File: config.mk
export PLATFORM = sky130hd
export DESIGN_NAME = tapm_merge
export DESIGN_NICKNAME = d
export VERILOG_FILES = /design/src/rtl/three_axis_pid_inertia_moment_core_assert.svh /design/src/rtl/tapm_pkg.sv /design/src/rtl/tapm_merge.sv
export SDC_FILE = /design/constraint.sdc
export NUM_CORES = 1
export LEC_CHECK = 0
export BUFFER_PORTS_ARGS = -buffer_cell sky130_fd_sc_hd__buf_2
export CAP_MARGIN = 30
export CORE_MARGIN = 2
export CORE_UTILIZATION = 44
export DETAILED_ROUTE_END_ITERATION = 8
export GPL_TIMING_DRIVEN = 0
export PLACE_DENSITY = 0.95
export SKIP_LAST_GASP = 1
export SLEW_MARGIN = 15
export SYNTH_ARGS = -nofsm -noshare
export SYNTH_HDL_FRONTEND = slang
export SYNTH_SLANG_ARGS = --single-unit
File: constraint.sdc
create_clock -name i_clk -period 22.9 [get_ports i_clk]
set_input_delay 4.58 -clock i_clk [delete_from_list [all_inputs] [get_ports i_clk]]
set_output_delay 4.58 -clock i_clk [all_outputs]
set_load 0.005 [all_outputs]
File: src/rtl/three_axis_pid_inertia_moment_core_assert.svh
// ----------------------------------------------------------------------------
// three axis pid inertia moment core - assertion macros
// shared property shapes for the concurrent checks of the core
// ----------------------------------------------------------------------------
`ifndef THREE_AXIS_PID_INERTIA_MOMENT_CORE_ASSERT_SVH
`define THREE_AXIS_PID_INERTIA_MOMENT_CORE_ASSERT_SVH

// same-cycle implication
`define TAPM_ASSERT_IMP(label, clk, rst_n, ante, cons) \
    label: assert property (@(posedge clk) disable iff (!(rst_n)) (ante) |-> (cons)) \
        else $error("tapm assertion failed");

// next-cycle implication
`define TAPM_ASSERT_NXT(label, clk, rst_n, ante, cons) \
    label: assert property (@(posedge clk) disable iff (!(rst_n)) (ante) |=> (cons)) \
        else $error("tapm assertion failed");

`endif

File: src/rtl/tapm_pkg.sv
// ----------------------------------------------------------------------------
// tapm_pkg
// types and constants shared by the three axis pid inertia moment core
// ----------------------------------------------------------------------------
`timescale 1ns / 1ps
`default_nettype none

package tapm_pkg;

    localparam int N_AXES    = 3;
    localparam int ERR_FRAC  = 15;
    // width of p, i, d terms and their sum before saturation
    localparam int PID_W     = 36;
    // width of the shared multiplier product and the row accumulator
    localparam int MAC_W     = 66;
    localparam int CFG_IDX_W = 3;

    localparam logic [CFG_IDX_W-1:0] CFG_PROP_GAIN       = 3'd0;
    localparam logic [CFG_IDX_W-1:0] CFG_INTEG_GAIN_STEP = 3'd1;
    localparam logic [CFG_IDX_W-1:0] CFG_DERIV_GAIN_RATE = 3'd2;
    localparam logic [CFG_IDX_W-1:0] CFG_INTEG_LOW       = 3'd3;
    localparam logic [CFG_IDX_W-1:0] CFG_INTEG_HIGH      = 3'd4;

    typedef enum logic [3:0] {
        PH_IDLE,
        PH_INT,
        PH_PROP,
        PH_DER,
        PH_SUM,
        PH_ROW0,
        PH_ROW1,
        PH_ROW2,
        PH_FIN
    } t_phase;

    typedef struct packed {
        t_phase phase;
        logic   load;
        logic   commit;
    } t_lane_ctl;

endpackage

`default_nettype wire

File: src/rtl/tapm_merge.sv
// ----------------------------------------------------------------------------
// tapm_merge
// combines lane results: shared anti-windup decision and the output
// register for the three moments
// ----------------------------------------------------------------------------
`timescale 1ns / 1ps
`default_nettype none

module tapm_merge (
    input  wire logic                  i_clk,
    input  wire logic                  i_rst_n,
    input  wire logic                  i_inside [tapm_pkg::N_AXES],
    input  wire logic signed [31:0]    i_moment [tapm_pkg::N_AXES],
    input  wire logic                  i_fin,
    input  wire logic                  i_out_stall,
    output logic                       o_commit,
    output logic                       o_take,
    output logic                       o_out_valid,
    output logic signed [31:0]         o_moment_x,
    output logic signed [31:0]         o_moment_y,
    output logic signed [31:0]         o_moment_z
);

    logic               r_out_valid;
    logic signed [31:0] r_mom [tapm_pkg::N_AXES];

    // integrator moves only when every axis stays inside the limits
    always_comb begin
        o_commit = 1'b1;
        for (int k = 0; k < tapm_pkg::N_AXES; k++) begin
            o_commit = o_commit & i_inside[k];
        end
    end

    assign o_take = i_fin && (!r_out_valid || !i_out_stall);

    always_ff @(posedge i_clk) begin
        if (!i_rst_n) begin
            r_out_valid <= 1'b0;
        end else if (o_take) begin
            r_out_valid <= 1'b1;
        end else if (!i_out_stall) begin
            r_out_valid <= 1'b0;
        end
    end

    always_ff @(posedge i_clk) begin
        if (o_take) begin
            r_mom <= i_moment;
        end
    end

    assign o_out_valid = r_out_valid;
    assign o_moment_x  = r_mom[0];
    assign o_moment_y  = r_mom[1];
    assign o_moment_z  = r_mom[2];

endmodule

`default_nettype wire

==> results.json <==
{
  "cts-root-buf": "clkbuf_8",
  "synth_seq_cells": 97,
  "cts_setup_buffers": 0,
  "clock_sinks": 97,
  "top_layer": "met5",
  "cp_top_family": "buffers and inverters",
  "start_kind": "input pin",
  "final_layout_size_suffix_gt1_frac": 0.683,
  "cts_buffer_depth": 2,
  "slowest_delay_ns": 0.48,
  "p_switching_mw": 0.0683,
  "wl_met2_um": 3610,
  "fin_total_pwr_mw": 0.351,
  "synth.distinct_cells": 6,
  "clock_power_share": 0.324,
  "vias_per_cell": 4.67,
  "drt_wl_total_um": 6640,
  "cts-hold-fix-buffers": 0,
  "period_share": 0.452,
  "critPathBufInv": 4,
  "place_hpwl_um": 5310,
  "status": "completed",
  "die_h_um": 85.6,
  "synth_warnings": 0,
  "min_period_ns": 10.35,
  "ctsHtreeMaxLevel": 3,
  "swShare": 0.195,
  "grt_overflow_total": 0,
  "worst_slew_margin_rel": 0.622,
  "cp_max_fo": 28,
  "grt_max_degree": 29,
  "layout.nets": 420,
  "drt-met1-wl_um": 2140,
  "final_util": 0.683,
  "drv_cap": 0,
  "wire_per_inst_um": 16.6,
  "place_area_um2": 4150,
  "cts_resized": 0,
  "grtUsageTotal": 0.181,
  "dieArea_um2": 7320,
  "finalMaxSlewViolations": 0,
  "p_int_mw": 0.283,
  "cp.required_ns": 18.32,
  "hold_path.class": "register to register",
  "grt_pass1_wl_um": 9520,
  "ios": 202,
  "gp_congestion": 0.696,
  "crit_path_end_kind": "output pin",
  "drc": 0,
  "criticalPathCategory": "input pin to output pin",
  "rsz0062_at_grt": "no",
  "fin_skew_ns": 0.00789,
  "yosysSeqAreaShare": 0.991,
  "slowest_stage": "a21boi_4",
  "peakVddDrop_v": 0.0000550,
  "p_leak_nw": 1.90,
  "arrival_ns": 5.77,
  "via_count": 1866,
  "drt-pass1-iter-count": 4,
  "core-area_um2": 6390,
  "finalSetupViolCount": 0,
  "netlist_area_um2": 2930,
  "syn_inst": 101,
  "start_util": 0.458,
  "setup_tns_ns": 0,
  "io_buffer_count": 201,
  "ant_nets": 0,
  "cts_buffers": 9,
  "cts_tree": "yes",
  "syn_area_per_cell_um2": 29.0,
  "num_rows": 29,
  "worst_slew_pin_slew_ns": 0.566,
  "drt-initial-drc-count": 50,
  "insertion_delay_ns": 0.34,
  "die_w_um": 85.6,
  "hold_violations": 0,
  "fmaxAchievable_mhz": 96.6,
  "cp_cell_sequence": "buf_2, a21boi_4, buf_16, buf_16, buf_2",
  "clk_pin_slew_worst_paths_ns": 0.09,
  "antenna_found_initial": 3,
  "p_per_area_nw_per_um2": 80.4,
  "power_frac_comb": 0.078,
  "syn_to_final_growth_pct": 49.0,
  "grt_pass1_vias": 1933,
  "fin_area_um2": 4360,
  "syn_nets": 204,
  "pwr-share-seq": 0.598,
  "wl_met3_um": 770
}
==> metrics by stage <==
stage	hold slack, ns	setup WS (ns)	instances
floorplan	0.514	6.67	101
global placement	0.506	3.85	379
detailed placement	0.580	12.53	383
CTS	0.593	12.53	399
global route	0.624	12.45	399
finish	0.582	12.55	400
==> layer usage <==
metal  global-route usage  up-vias
met1                0.169      878
met2                0.327      133
li1                     -      842
met5                    0        -
met4               0.0823        2
met3               0.0914       11
==> area by class of cell <==
cell class | instances | area, um2
Clock inverter | 7 | 85.1
Fill cell | 445 | 2020
Sequential cell | 97 | 2900
Timing Repair Buffer | 205 | 1120
Clock buffer | 9 | 124
Multi-Input combinational cell | 4 | 36.3
Tap cell | 77 | 96.3
Antenna cell | 1 | 2.50
==> sequential cells by signal, indices dropped and copies added, names as in the netlist <==
register     count
o_moment_x      32
o_moment_y      32
o_moment_z      32
o_out_valid      1
==> path summary, 6_finish.rpt <==
check,startpoint,end,slack [ns],depth (start not counted)
worst max-delay path,i_out_stall,o_take,12.55,5
worst min register to register,o_out_valid,o_out_valid,0.58,2
worst max register to register,o_out_valid,o_moment_z[16],21.31,3
worst min-delay path,o_out_valid,o_out_valid,0.58,2
==> power groups by stage <==
| stage | combinational [mW] | sequential [mW] | clock (mW) |
|---|---|---|---|
| floorplan | 0.00328 | 0.218 | 0 |
| global placement | 0.0237 | 0.217 | 0 |
| detailed placement | 0.0280 | 0.214 | 0 |
| CTS | 0.0281 | 0.210 | 0.117 |
| global route | 0.0300 | 0.211 | 0.123 |
| finish | 0.0275 | 0.210 | 0.114 |
==> cells by family (layout without fill, tap and decap cells) <==
kind of cell	after synthesis	in the layout	synth area share
AND/OR/NAND/NOR	2	2	0.00428
buffers and inverters	0	221	0
other	0	1	0
AO/OA/AOI/OAI	2	2	0.00427
flip-flops	97	97	0.991
==> cells in the mapped netlist <==
library cell	count	area (um2)
and3_1	1	6.26
dfxtp_1	1	20.0
edfxtp_1	96	2880
a21boi_0	1	7.51
a21oi_1	1	5.00
nor2b_1	1	6.26
==> worst min-delay path, stage by stage, from the launching register on <==
cell and delay (ns):
dfxtp_1 0.35, a21oi_1 0.14, nor2b_1 0.05
==> cells in the final DEF, fill, tap and decap left out <==
master / n
clkinv_2: 2
bufinv_16: 2
a21oi_1: 1
buf_2: 201
clkinvlp_4: 1
and3_1: 1
clkbuf_8: 9
buf_16: 4
nor2b_1: 1
diode_2: 1
clkinv_1: 2
a21boi_4: 1
dfxtp_1: 1
edfxtp_1: 96
(Power assumes the default switching activity.)
