===== src/rtl/three_axis_pid_inertia_moment_core_assert.svh =====
// ----------------------------------------------------------------------------
// three axis pid inertia moment core - assertion macros
// shared property shapes for the concurrent checks of the core
// ----------------------------------------------------------------------------
`ifndef THREE_AXIS_PID_INERTIA_MOMENT_CORE_ASSERT_SVH
`define THREE_AXIS_PID_INERTIA_MOMENT_CORE_ASSERT_SVH

// same-cycle implication
`define TAPM_ASSERT_IMP(label, clk, rst_n, ante, cons) \
    label: assert property (@(posedge clk) disable iff (!(rst_n)) (ante) |-> (cons)) \
        else $error("tapm assertion failed");

// next-cycle implication
`define TAPM_ASSERT_NXT(label, clk, rst_n, ante, cons) \
    label: assert property (@(posedge clk) disable iff (!(rst_n)) (ante) |=> (cons)) \
        else $error("tapm assertion failed");

`endif


===== src/rtl/tapm_pkg.sv =====
// ----------------------------------------------------------------------------
// tapm_pkg
// types and constants shared by the three axis pid inertia moment core
// ----------------------------------------------------------------------------
`timescale 1ns / 1ps
`default_nettype none

package tapm_pkg;

    localparam int N_AXES    = 3;
    localparam int ERR_FRAC  = 15;
    // width of p, i, d terms and their sum before saturation
    localparam int PID_W     = 36;
    // width of the shared multiplier product and the row accumulator
    localparam int MAC_W     = 66;
    localparam int CFG_IDX_W = 3;

    localparam logic [CFG_IDX_W-1:0] CFG_PROP_GAIN       = 3'd0;
    localparam logic [CFG_IDX_W-1:0] CFG_INTEG_GAIN_STEP = 3'd1;
    localparam logic [CFG_IDX_W-1:0] CFG_DERIV_GAIN_RATE = 3'd2;
    localparam logic [CFG_IDX_W-1:0] CFG_INTEG_LOW       = 3'd3;
    localparam logic [CFG_IDX_W-1:0] CFG_INTEG_HIGH      = 3'd4;

    typedef enum logic [3:0] {
        PH_IDLE,
        PH_INT,
        PH_PROP,
        PH_DER,
        PH_SUM,
        PH_ROW0,
        PH_ROW1,
        PH_ROW2,
        PH_FIN
    } t_phase;

    typedef struct packed {
        t_phase phase;
        logic   load;
        logic   commit;
    } t_lane_ctl;

endpackage

`default_nettype wire


===== src/rtl/tapm_seq.sv =====
// ----------------------------------------------------------------------------
// tapm_seq
// phase sequencer: steps every lane through pid and matrix row phases
// ----------------------------------------------------------------------------
`timescale 1ns / 1ps
`default_nettype none

module tapm_seq (
    input  wire logic              i_clk,
    input  wire logic              i_rst_n,
    input  wire logic              i_in_valid,
    input  wire logic              i_take,
    output tapm_pkg::t_phase       o_phase,
    output logic                   o_load,
    output logic                   o_in_stall
);

    tapm_pkg::t_phase r_state;
    tapm_pkg::t_phase n_state;

    always_ff @(posedge i_clk) begin
        if (!i_rst_n) begin
            r_state <= tapm_pkg::PH_IDLE;
        end else begin
            r_state <= n_state;
        end
    end

    always_comb begin
        n_state    = r_state;
        o_load     = 1'b0;
        o_in_stall = 1'b1;
        case (r_state)
            tapm_pkg::PH_IDLE: begin
                o_in_stall = 1'b0;
                if (i_in_valid) begin
                    o_load  = 1'b1;
                    n_state = tapm_pkg::PH_INT;
                end
            end
            tapm_pkg::PH_INT:  n_state = tapm_pkg::PH_PROP;
            tapm_pkg::PH_PROP: n_state = tapm_pkg::PH_DER;
            tapm_pkg::PH_DER:  n_state = tapm_pkg::PH_SUM;
            tapm_pkg::PH_SUM:  n_state = tapm_pkg::PH_ROW0;
            tapm_pkg::PH_ROW0: n_state = tapm_pkg::PH_ROW1;
            tapm_pkg::PH_ROW1: n_state = tapm_pkg::PH_ROW2;
            tapm_pkg::PH_ROW2: n_state = tapm_pkg::PH_FIN;
            tapm_pkg::PH_FIN: begin
                // hold until the output register takes the moments
                if (i_take) begin
                    n_state = tapm_pkg::PH_IDLE;
                end
            end
            default: n_state = tapm_pkg::PH_IDLE;
        endcase
    end

    assign o_phase = r_state;

endmodule

`default_nettype wire


===== config.mk =====
export PLATFORM = sky130hd
export DESIGN_NAME = tapm_seq
export DESIGN_NICKNAME = d
export VERILOG_FILES = /design/src/rtl/three_axis_pid_inertia_moment_core_assert.svh /design/src/rtl/tapm_pkg.sv /design/src/rtl/tapm_seq.sv
export SDC_FILE = /design/constraint.sdc
export NUM_CORES = 1
export LEC_CHECK = 0
export ABC_AREA = 1
export BUFFER_PORTS_ARGS = -buffer_cell sky130_fd_sc_hd__buf_2
export CORE_AREA = 2 2 39 41
export CTS_BUF_LIST = sky130_fd_sc_hd__clkbuf_8
export CTS_CLUSTER_DIAMETER = 80
export DETAILED_ROUTE_END_ITERATION = 10
export DIE_AREA = 0 0 41 43
export GPL_TIMING_DRIVEN = 0
export SYNTH_ARGS = -nofsm -noshare
export SYNTH_HDL_FRONTEND = slang
export SYNTH_SLANG_ARGS = --single-unit

===== constraint.sdc =====
create_clock -name i_clk -period 0.8 [get_ports i_clk]
set_input_delay 0.16 -clock i_clk [delete_from_list [all_inputs] [get_ports i_clk]]
set_output_delay 0.16 -clock i_clk [all_outputs]
set_load 0.02 [all_outputs]

==> results of run 1 <==
-- final timing paths --
| kind | end | slack, ns | depth (start not counted) |
|---|---|---|---|
| setup / recovery | o_load | -0.31 | 4 |
| hold / removal | o_phase[2] | 0.19 | 3 |
| setup reg to reg | o_phase[0] | -0.14 | 5 |
| hold reg to reg | o_phase[2] | 0.48 | 1 |
-- layer usage --
layer | share of wire (%) | vias to the layer above | wire [um] | GRT usage (%)
li1 | - | 120 | - | -
met1 | 44 | 112 | 251 | 10.3
met2 | 48 | 6 | 277 | 9.69
met3 | 8.2 | 0 | 47 | 2.62
met4 | 0 | 0 | 0 | 6.00
met5 | 0 | - | 0 | 0
-- final cells by class --
type                    count  area, um2
clock buffers               3       41.3
clock inverters             1       3.75
fillers                   147        946
inverters                   4       17.5
multi-input cells          18        150
flip-flops and latches      4       95.1
well taps                  16       20.0
repair buffers             13        110
-- worst min-delay path, stage by stage --
cell and delay (ns):
buf_2 0.10, nand2_1 0.07, a21oi_2 0.03
-- synthesized netlist by cell type --
cell	number	share of area, %
o21ai_2	1	4.3
nand3_1	2	4.9
nor3_1	1	2.5
nor2_4	1	5.6
nand4_1	1	3.1
inv_2	1	1.9
nand2_1	4	7.4
a21oi_2	2	8.6
nor2_2	1	3.1
nand3_2	1	4.9
inv_1	3	5.6
or2_1	1	3.1
nor2_1	3	5.6
dfxtp_1	4	40
-- what timing repair did --
| item | in CTS | in global routing |
|---|---|---|
| setup buffers | 4 | 0 |
| setup endpoints to repair | 8 | 10 |
| hold buffers | 0 | 0 |
| resized for setup | 12 | 4 |
| pin swaps | 4 | 0 |
-- power groups by stage --
stage	Sequential [mW]	Clock (mW)	Combinational, mW
after floorplan	0.261	0	0.108
after global placement	0.243	0	0.177
after detailed placement	0.244	0	0.178
after CTS	0.239	0.451	0.235
after global routing	0.243	0.457	0.263
final	0.241	0.432	0.243
-- cells by family (layout without fill, tap and decap cells) --
family	count (synthesis)	count (layout)	synth area share, %
flops	4	4	39.5
buf+inv	4	21	7.41
simple gates	15	15	40.1
compound gates	3	3	13.0
==> impl_metrics.ini, run 1 <==
[routing]
routedWlPerCell_um = 9.76
drt_iter0_drc = 1
avgViaCountPerCell = 4.03
ant_nets = 0
drc_errors = 0
drtPass1Iterations = 2
routed_wl_um = 576
vias = 238

[sta]
hold_ws_ns = 0.191
finalSetupViolCount = 9
fin_skew_ns = 0.00388
timing.final.crit_share_pct = 138
slew_headroom_pct = 91.2
setup_ws_ns = -0.306
drv_slew = 0
worst_pin_slew_ns = 0.132
fin_tns_setup_ns = -1.36
hold_violations = 0
min_period_ns = 1.11
rsz0062_at_grt = true
timing.fmax_ghz = 0.904

[placed_design]
numPortBuffers = 9
finalWeightedCongestion = 0.769
pre_cts_ws_ns = -0.195
dpl_cell_area_um2 = 310
place_inst = 51
hpwl_um = 386

[cts]
cts_sinks = 4
path_clk_slew_ns = 0.03
cts_tree = yes
clk_path_buf_depth = 2
numCtsBuffers = 3
insertion_delay_ns = 0.22
root_buffer = clkbuf_8
htreeDepth = 1

[global_routing]
grt_pass1_vias = 209
grt.total_usage_pct = 7.72
grt_max_degree = 6
grt_pass1_wl_um = 897
overflow = 0
antenna_found_initial = 0

[die]
pin_count = 10
dieArea_um2 = 1760
coreArea_um2 = 1380
die_w_um = 41
initial_core_util_pct = 14.6
die_h_um = 43
num_rows = 14

[run]
cap_violations = 0

[critical_path]
cp_slowest_cell = dfxtp_4
critPathMaxFanout = 2
required_ns = 0.64
critPathMaxStageDelay_ns = 0.34
cp_num_buf_inv = 1
path_cells = nor2_4 -> nand2_4 -> nor2_4 -> buf_6
cpMostUsedCell = nor2_4
cp.arrival_ns = 0.95
critPathLaunchType = flop
r2r_start = o_phase[1]
crit_type = flop to primary output
critPathLaunch = o_phase[3]
end_kind = primary output
crit_family = flip-flops

[pwr]
sequentialPowerShare_pct = 26.3
pwr_density_cell_nw_per_um2 = 2090
p_int_uw = 656
ir_drop_v = 0.00104
p_clk_share_pct = 47.2
p_sw_share_pct = 28.4
leakage_nw = 0.200
totalPowerFinal_uw = 916
p_sw_uw = 260
combPwrFrac_pct = 26.5

[yosys]
synth_seq_area_share_pct = 39.5
avgSynthCellArea_um2 = 7.80
synth_cell_types = 14
synth_seq_cells = 4
synthesis.area_um2 = 203
synth_nets = 30
syn-instance-count = 26
ys_warn_count = 0

[final_layout]
final_cell_mix = 6 x buf_6, 4 x nor2_4, 4 x inv_1, 4 x buf_2, 4 x dfxtp_4
n_antenna_cell = 0
drive_gt1_share_pct = 76.7
final_common_cell = buf_6
finalInstanceArea_um2 = 438
fin_cells = 59
fin_nets = 48
utilization_pct = 31.6
area_delta_synth_final_pct = 116
largest_reg_flops = 4

[hold_path]
worstHoldStart = i_rst_n
hp-class = primary input to flop

[status]
run_status = complete, but fails checks
violations = negative setup slack
(Power assumes the default switching activity.)
==> run 2: changes to the inputs <==
--- a/config.mk
+++ b/config.mk
@@ -6,7 +6,7 @@
 export NUM_CORES = 1
 export LEC_CHECK = 0
 export ABC_AREA = 1
-export BUFFER_PORTS_ARGS = -buffer_cell sky130_fd_sc_hd__buf_2
+export BUFFER_PORTS_ARGS = -buffer_cell sky130_fd_sc_hd__buf_4
 export CORE_AREA = 2 2 39 41
 export CTS_BUF_LIST = sky130_fd_sc_hd__clkbuf_8
 export CTS_CLUSTER_DIAMETER = 80
==> impl_metrics.ini, run 2 (synthesis results as in run 1) <==
[status]
run_status = complete, but fails checks
violations = negative setup slack

[placed_design]
finalWeightedCongestion = 0.672
hpwl_um = 368
numPortBuffers = 9
place_inst = 51

[routing]
routedWlPerCell_um = 10.0
drtPass1Iterations = 2
routed_wl_um = 611
vias = 244
ant_nets = 0
drt_iter0_drc = 6
drc_errors = 0
avgViaCountPerCell = 4.00

[sta]
fin_skew_ns = 0.00476
hold_ws_ns = 0.217
worst_pin_slew_ns = 0.124
setup_ws_ns = -0.320
drv_slew = 0
slew_headroom_pct = 91.7
hold_violations = 0
timing.final.crit_share_pct = 140
min_period_ns = 1.12
finalSetupViolCount = 10
timing.fmax_ghz = 0.893
rsz0062_at_grt = true

[die]
coreArea_um2 = 1380
initial_core_util_pct = 14.6
die_w_um = 41
die_h_um = 43
pin_count = 10
dieArea_um2 = 1760
num_rows = 14

[critical_path]
required_ns = 0.64
end_kind = primary output
critPathMaxFanout = 2
critPathLaunchType = flop
cp.arrival_ns = 0.96
crit_type = flop to primary output

[cts]
cts_tree = yes
cts_sinks = 4
clk_path_buf_depth = 2
numCtsBuffers = 3
htreeDepth = 1
path_clk_slew_ns = 0.03
hold_buffers = 0
root_buffer = clkbuf_8
insertion_delay_ns = 0.22

[pwr]
ir_drop_v = 0.000979
pwr_density_cell_nw_per_um2 = 2030
leakage_nw = 0.213
totalPowerFinal_uw = 965

[global_routing]
overflow = 0
antenna_found_initial = 0
grt_max_degree = 6
grt_pass1_vias = 241
grt.total_usage_pct = 8.23
grt_pass1_wl_um = 931

[hold_path]
hp-class = primary input to flop

[final_layout]
final_cell_mix = 9 x buf_6, 6 x buf_4, 4 x nor2_4, 4 x inv_1, 4 x dfxtp_4
n_antenna_cell = 0
area_delta_synth_final_pct = 134
final_common_cell = buf_6
largest_reg_flops = 4
drive_gt1_share_pct = 80.0
fin_cells = 61
fin_nets = 50

[run]
cap_violations = 0
==> run 2: power by group <==
part	total, mW	internal [mW]	leakage, nW	switching (mW)
clock	0.435	0.327	0.0269	0.108
combinational	0.289	0.153	0.150	0.136
sequential	0.240	0.215	0.0356	0.0252
==> run 2: path summary, 6_finish.rpt <==
path | from | endpoint | slack, ns | depth (start not counted)
hold reg to reg | o_phase[2] | o_phase[2] | 0.49 | 1
setup reg to reg | o_phase[0] | o_phase[0] | -0.20 | 6
hold / removal | i_rst_n | o_phase[2] | 0.22 | 3
setup / recovery | o_phase[0] | o_load | -0.32 | 4
==> run 2: final cells by class <==
class	count	area [um2]
fill	148	910
multi-input combinational	18	150
timing repair buffer	15	146
inverter	4	17.5
sequential	4	95.1
clock inverter	1	3.75
clock buffer	3	41.3
tap	16	20.0
==> run 2: metrics by stage <==
step | area [um2] | util (%) | setup slack, ns | setup TNS, ns
finish | 474 | 34.3 | -0.320 | -1.83
global route | 474 | 34.3 | -0.360 | -2.14
CTS | 435 | 31.5 | -0.319 | -1.43
detailed placement | 333 | 24.1 | -0.172 | -0.338
global placement | 333 | 24.1 | -0.174 | -0.339
floorplan | 245 | - | -0.151 | -0.175
==> run 2: critical path, cell delays in order (launching register included) <==
cell and delay (ns):
dfxtp_4 0.34, nor2_4 0.14, nand2_4 0.07, nor2_4 0.08
buf_6 0.11
==> run 2: timing repair <==
item,CTS,global route
gates resized for setup,8,6
buffers inserted,4,2
hold endpoints to repair,0,0
cloned,0,0
setup endpoints to repair,8,10
pin swaps,4,3
==> run 2: routing by layer <==
| metal | wire, um | vias to the layer above | GRT usage [%] | part of all wire, % |
|---|---|---|---|---|
| met3 | 42 | 0 | 4.71 | 6.9 |
| met2 | 322 | 10 | 10.3 | 53 |
| met4 | 0 | 0 | 6.00 | 0 |
| li1 | - | 124 | - | - |
| met5 | 0 | - | 0 | 0 |
| met1 | 246 | 110 | 9.97 | 40 |
==> run 3: changes to the inputs <==
==> constraint.sdc (replaced) <==
create_clock -name i_clk -period 1.1 [get_ports i_clk]
set_input_delay 0.11 -clock i_clk [delete_from_list [all_inputs] [get_ports i_clk]]
set_output_delay 0.11 -clock i_clk [all_outputs]
set_load 0.02 [all_outputs]
==> impl_metrics.ini, run 3 (synthesis results as in run 1) <==
[status]
run_status = completed

[pwr]
ir_drop_v = 0.000374
leakage_nw = 0.166
pwr_density_cell_nw_per_um2 = 1720

[die]
initial_core_util_pct = 14.6
die_w_um = 41
die_h_um = 43
coreArea_um2 = 1380
dieArea_um2 = 1760
num_rows = 14
pin_count = 10

[critical_path]
critPathMaxStageDelay_ns = 0.34
crit_type = flop to primary output
crit_family = flip-flops
critPathMaxFanout = 4
critPathLaunch = o_phase[3]
reg2reg_depth = 5
critPathLaunchType = flop
cp.arrival_ns = 0.95
cp_slowest_cell = dfxtp_2
required_ns = 0.99
end_kind = primary output
r2r_start = o_phase[1]
r2r_slack_ns = 0.22
cp_num_buf_inv = 1
cpMostUsedCell = nor2_4
path_cells = nor2_4 -> nand2_2 -> nor2_4 -> buf_6
reg2reg_to = o_phase[0]

[sta]
min_period_ns = 1.06
hold_violations = 0
slew_headroom_pct = 90.1
timing.fmax_ghz = 0.940
fin_skew_ns = 0.00244
timing.final.crit_share_pct = 96.7
rsz0062_at_grt = true
finalSetupViolCount = 0
setup_ws_ns = 0.0366
worst_pin_slew_ns = 0.148
hold_ws_ns = 0.150
drv_slew = 0

[final_layout]
final_common_cell = buf_4
nFillCells = 155
drive_gt1_share_pct = 69.2
seqCellArea_um2 = 85.1
utilization_pct = 26.8
area_delta_synth_final_pct = 82.7
largest_reg_flops = 4
n_antenna_cell = 0
final_cell_mix = 9 x buf_4, 4 x nor2_4, 4 x dfxtp_2
fin_nets = 45
multi_input_area_um2 = 130

[placed_design]
hpwl_um = 354
finalWeightedCongestion = 0.664
numPortBuffers = 9
pre_cts_ws_ns = 0.0889

[run]
cap_violations = 0

[hold_path]
hp-class = primary input to flop
whs_path_depth = 3
hold_end = o_phase[2]
worstHoldStart = i_rst_n

[routing]
drc_errors = 0
drtPass1Iterations = 1
ant_nets = 0
avgViaCountPerCell = 3.78
vias = 208
routedWlPerCell_um = 8.51
routed_wl_um = 468
drt_iter0_drc = 0

[global_routing]
grt_max_degree = 6
antenna_found_initial = 0
overflow = 0
grt.total_usage_pct = 7.24
grt_pass1_vias = 204
grt_pass1_wl_um = 779

[cts]
cts_sinks = 4
htreeDepth = 1
insertion_delay_ns = 0.22
path_clk_slew_ns = 0.03
cts_tree = yes
hold_buffers = 0
clk_path_buf_depth = 2
root_buffer = clkbuf_8
numCtsBuffers = 3
run 3: cell count changes in the layout (fill, tap and decap cells not counted), sizes merged:
cell	previous run	this run
inv	5	4
buf	15	10
run 3: what timing repair did:
item | CTS | global route
resized for setup | 5 | 4
endpoints found under the setup margin | 2 | 1
pin swaps | 2 | 0
setup buffers | 1 | 0
run 3: through the flow:
stage | instance area, um2 | setup TNS, ns | instances | power [mW]
final | 370 | 0 | 55 | 0.637
after CTS | 359 | 0 | 55 | 0.637
after detailed placement | 298 | 0 | 51 | 0.303
after global routing | 370 | -0.00865 | 55 | 0.671
after floorplan | 210 | 0 | 26 | 0.249
after global placement | 298 | 0 | 51 | 0.302
run 3: final cells by class:
| cell class | instances | area share [%] |
|---|---|---|
| Clock buffer | 3 | 11.1 |
| Sequential cell | 4 | 23.0 |
| Timing Repair Buffer | 10 | 21.3 |
| Inverter | 4 | 4.05 |
| Tap cell | 16 | 5.41 |
| Multi-Input combinational cell | 18 | 35.1 |
run 3: worst max path at each step:
stage,to,depth (start not counted)
after global routing,o_load,4
after global placement,o_load,4
after CTS,o_load,4
final,o_load,4
after detailed placement,o_load,4
after floorplan,o_load,3
run 3: metal layers:
metal	vias to the layer above	global-route usage (%)	share of wire (%)
met2	9	8.44	46
met1	87	7.74	40
met4	0	10.0	3.8
met5	-	0	0
met3	2	3.14	10
li1	110	-	-
run 3: worst register-to-register path, cell delays in order (launching register included):
cell     delay, ns
dfxtp_2       0.33
nor2_4        0.12
buf_4         0.13
nand3_2       0.08
nand3_1       0.07
nor2_1        0.04
run 3: where the power goes:
group	internal [mW]	switching, mW	total [mW]
clock	0.233	0.0781	0.312
sequential	0.160	0.0184	0.179
combinational	0.0695	0.0779	0.147
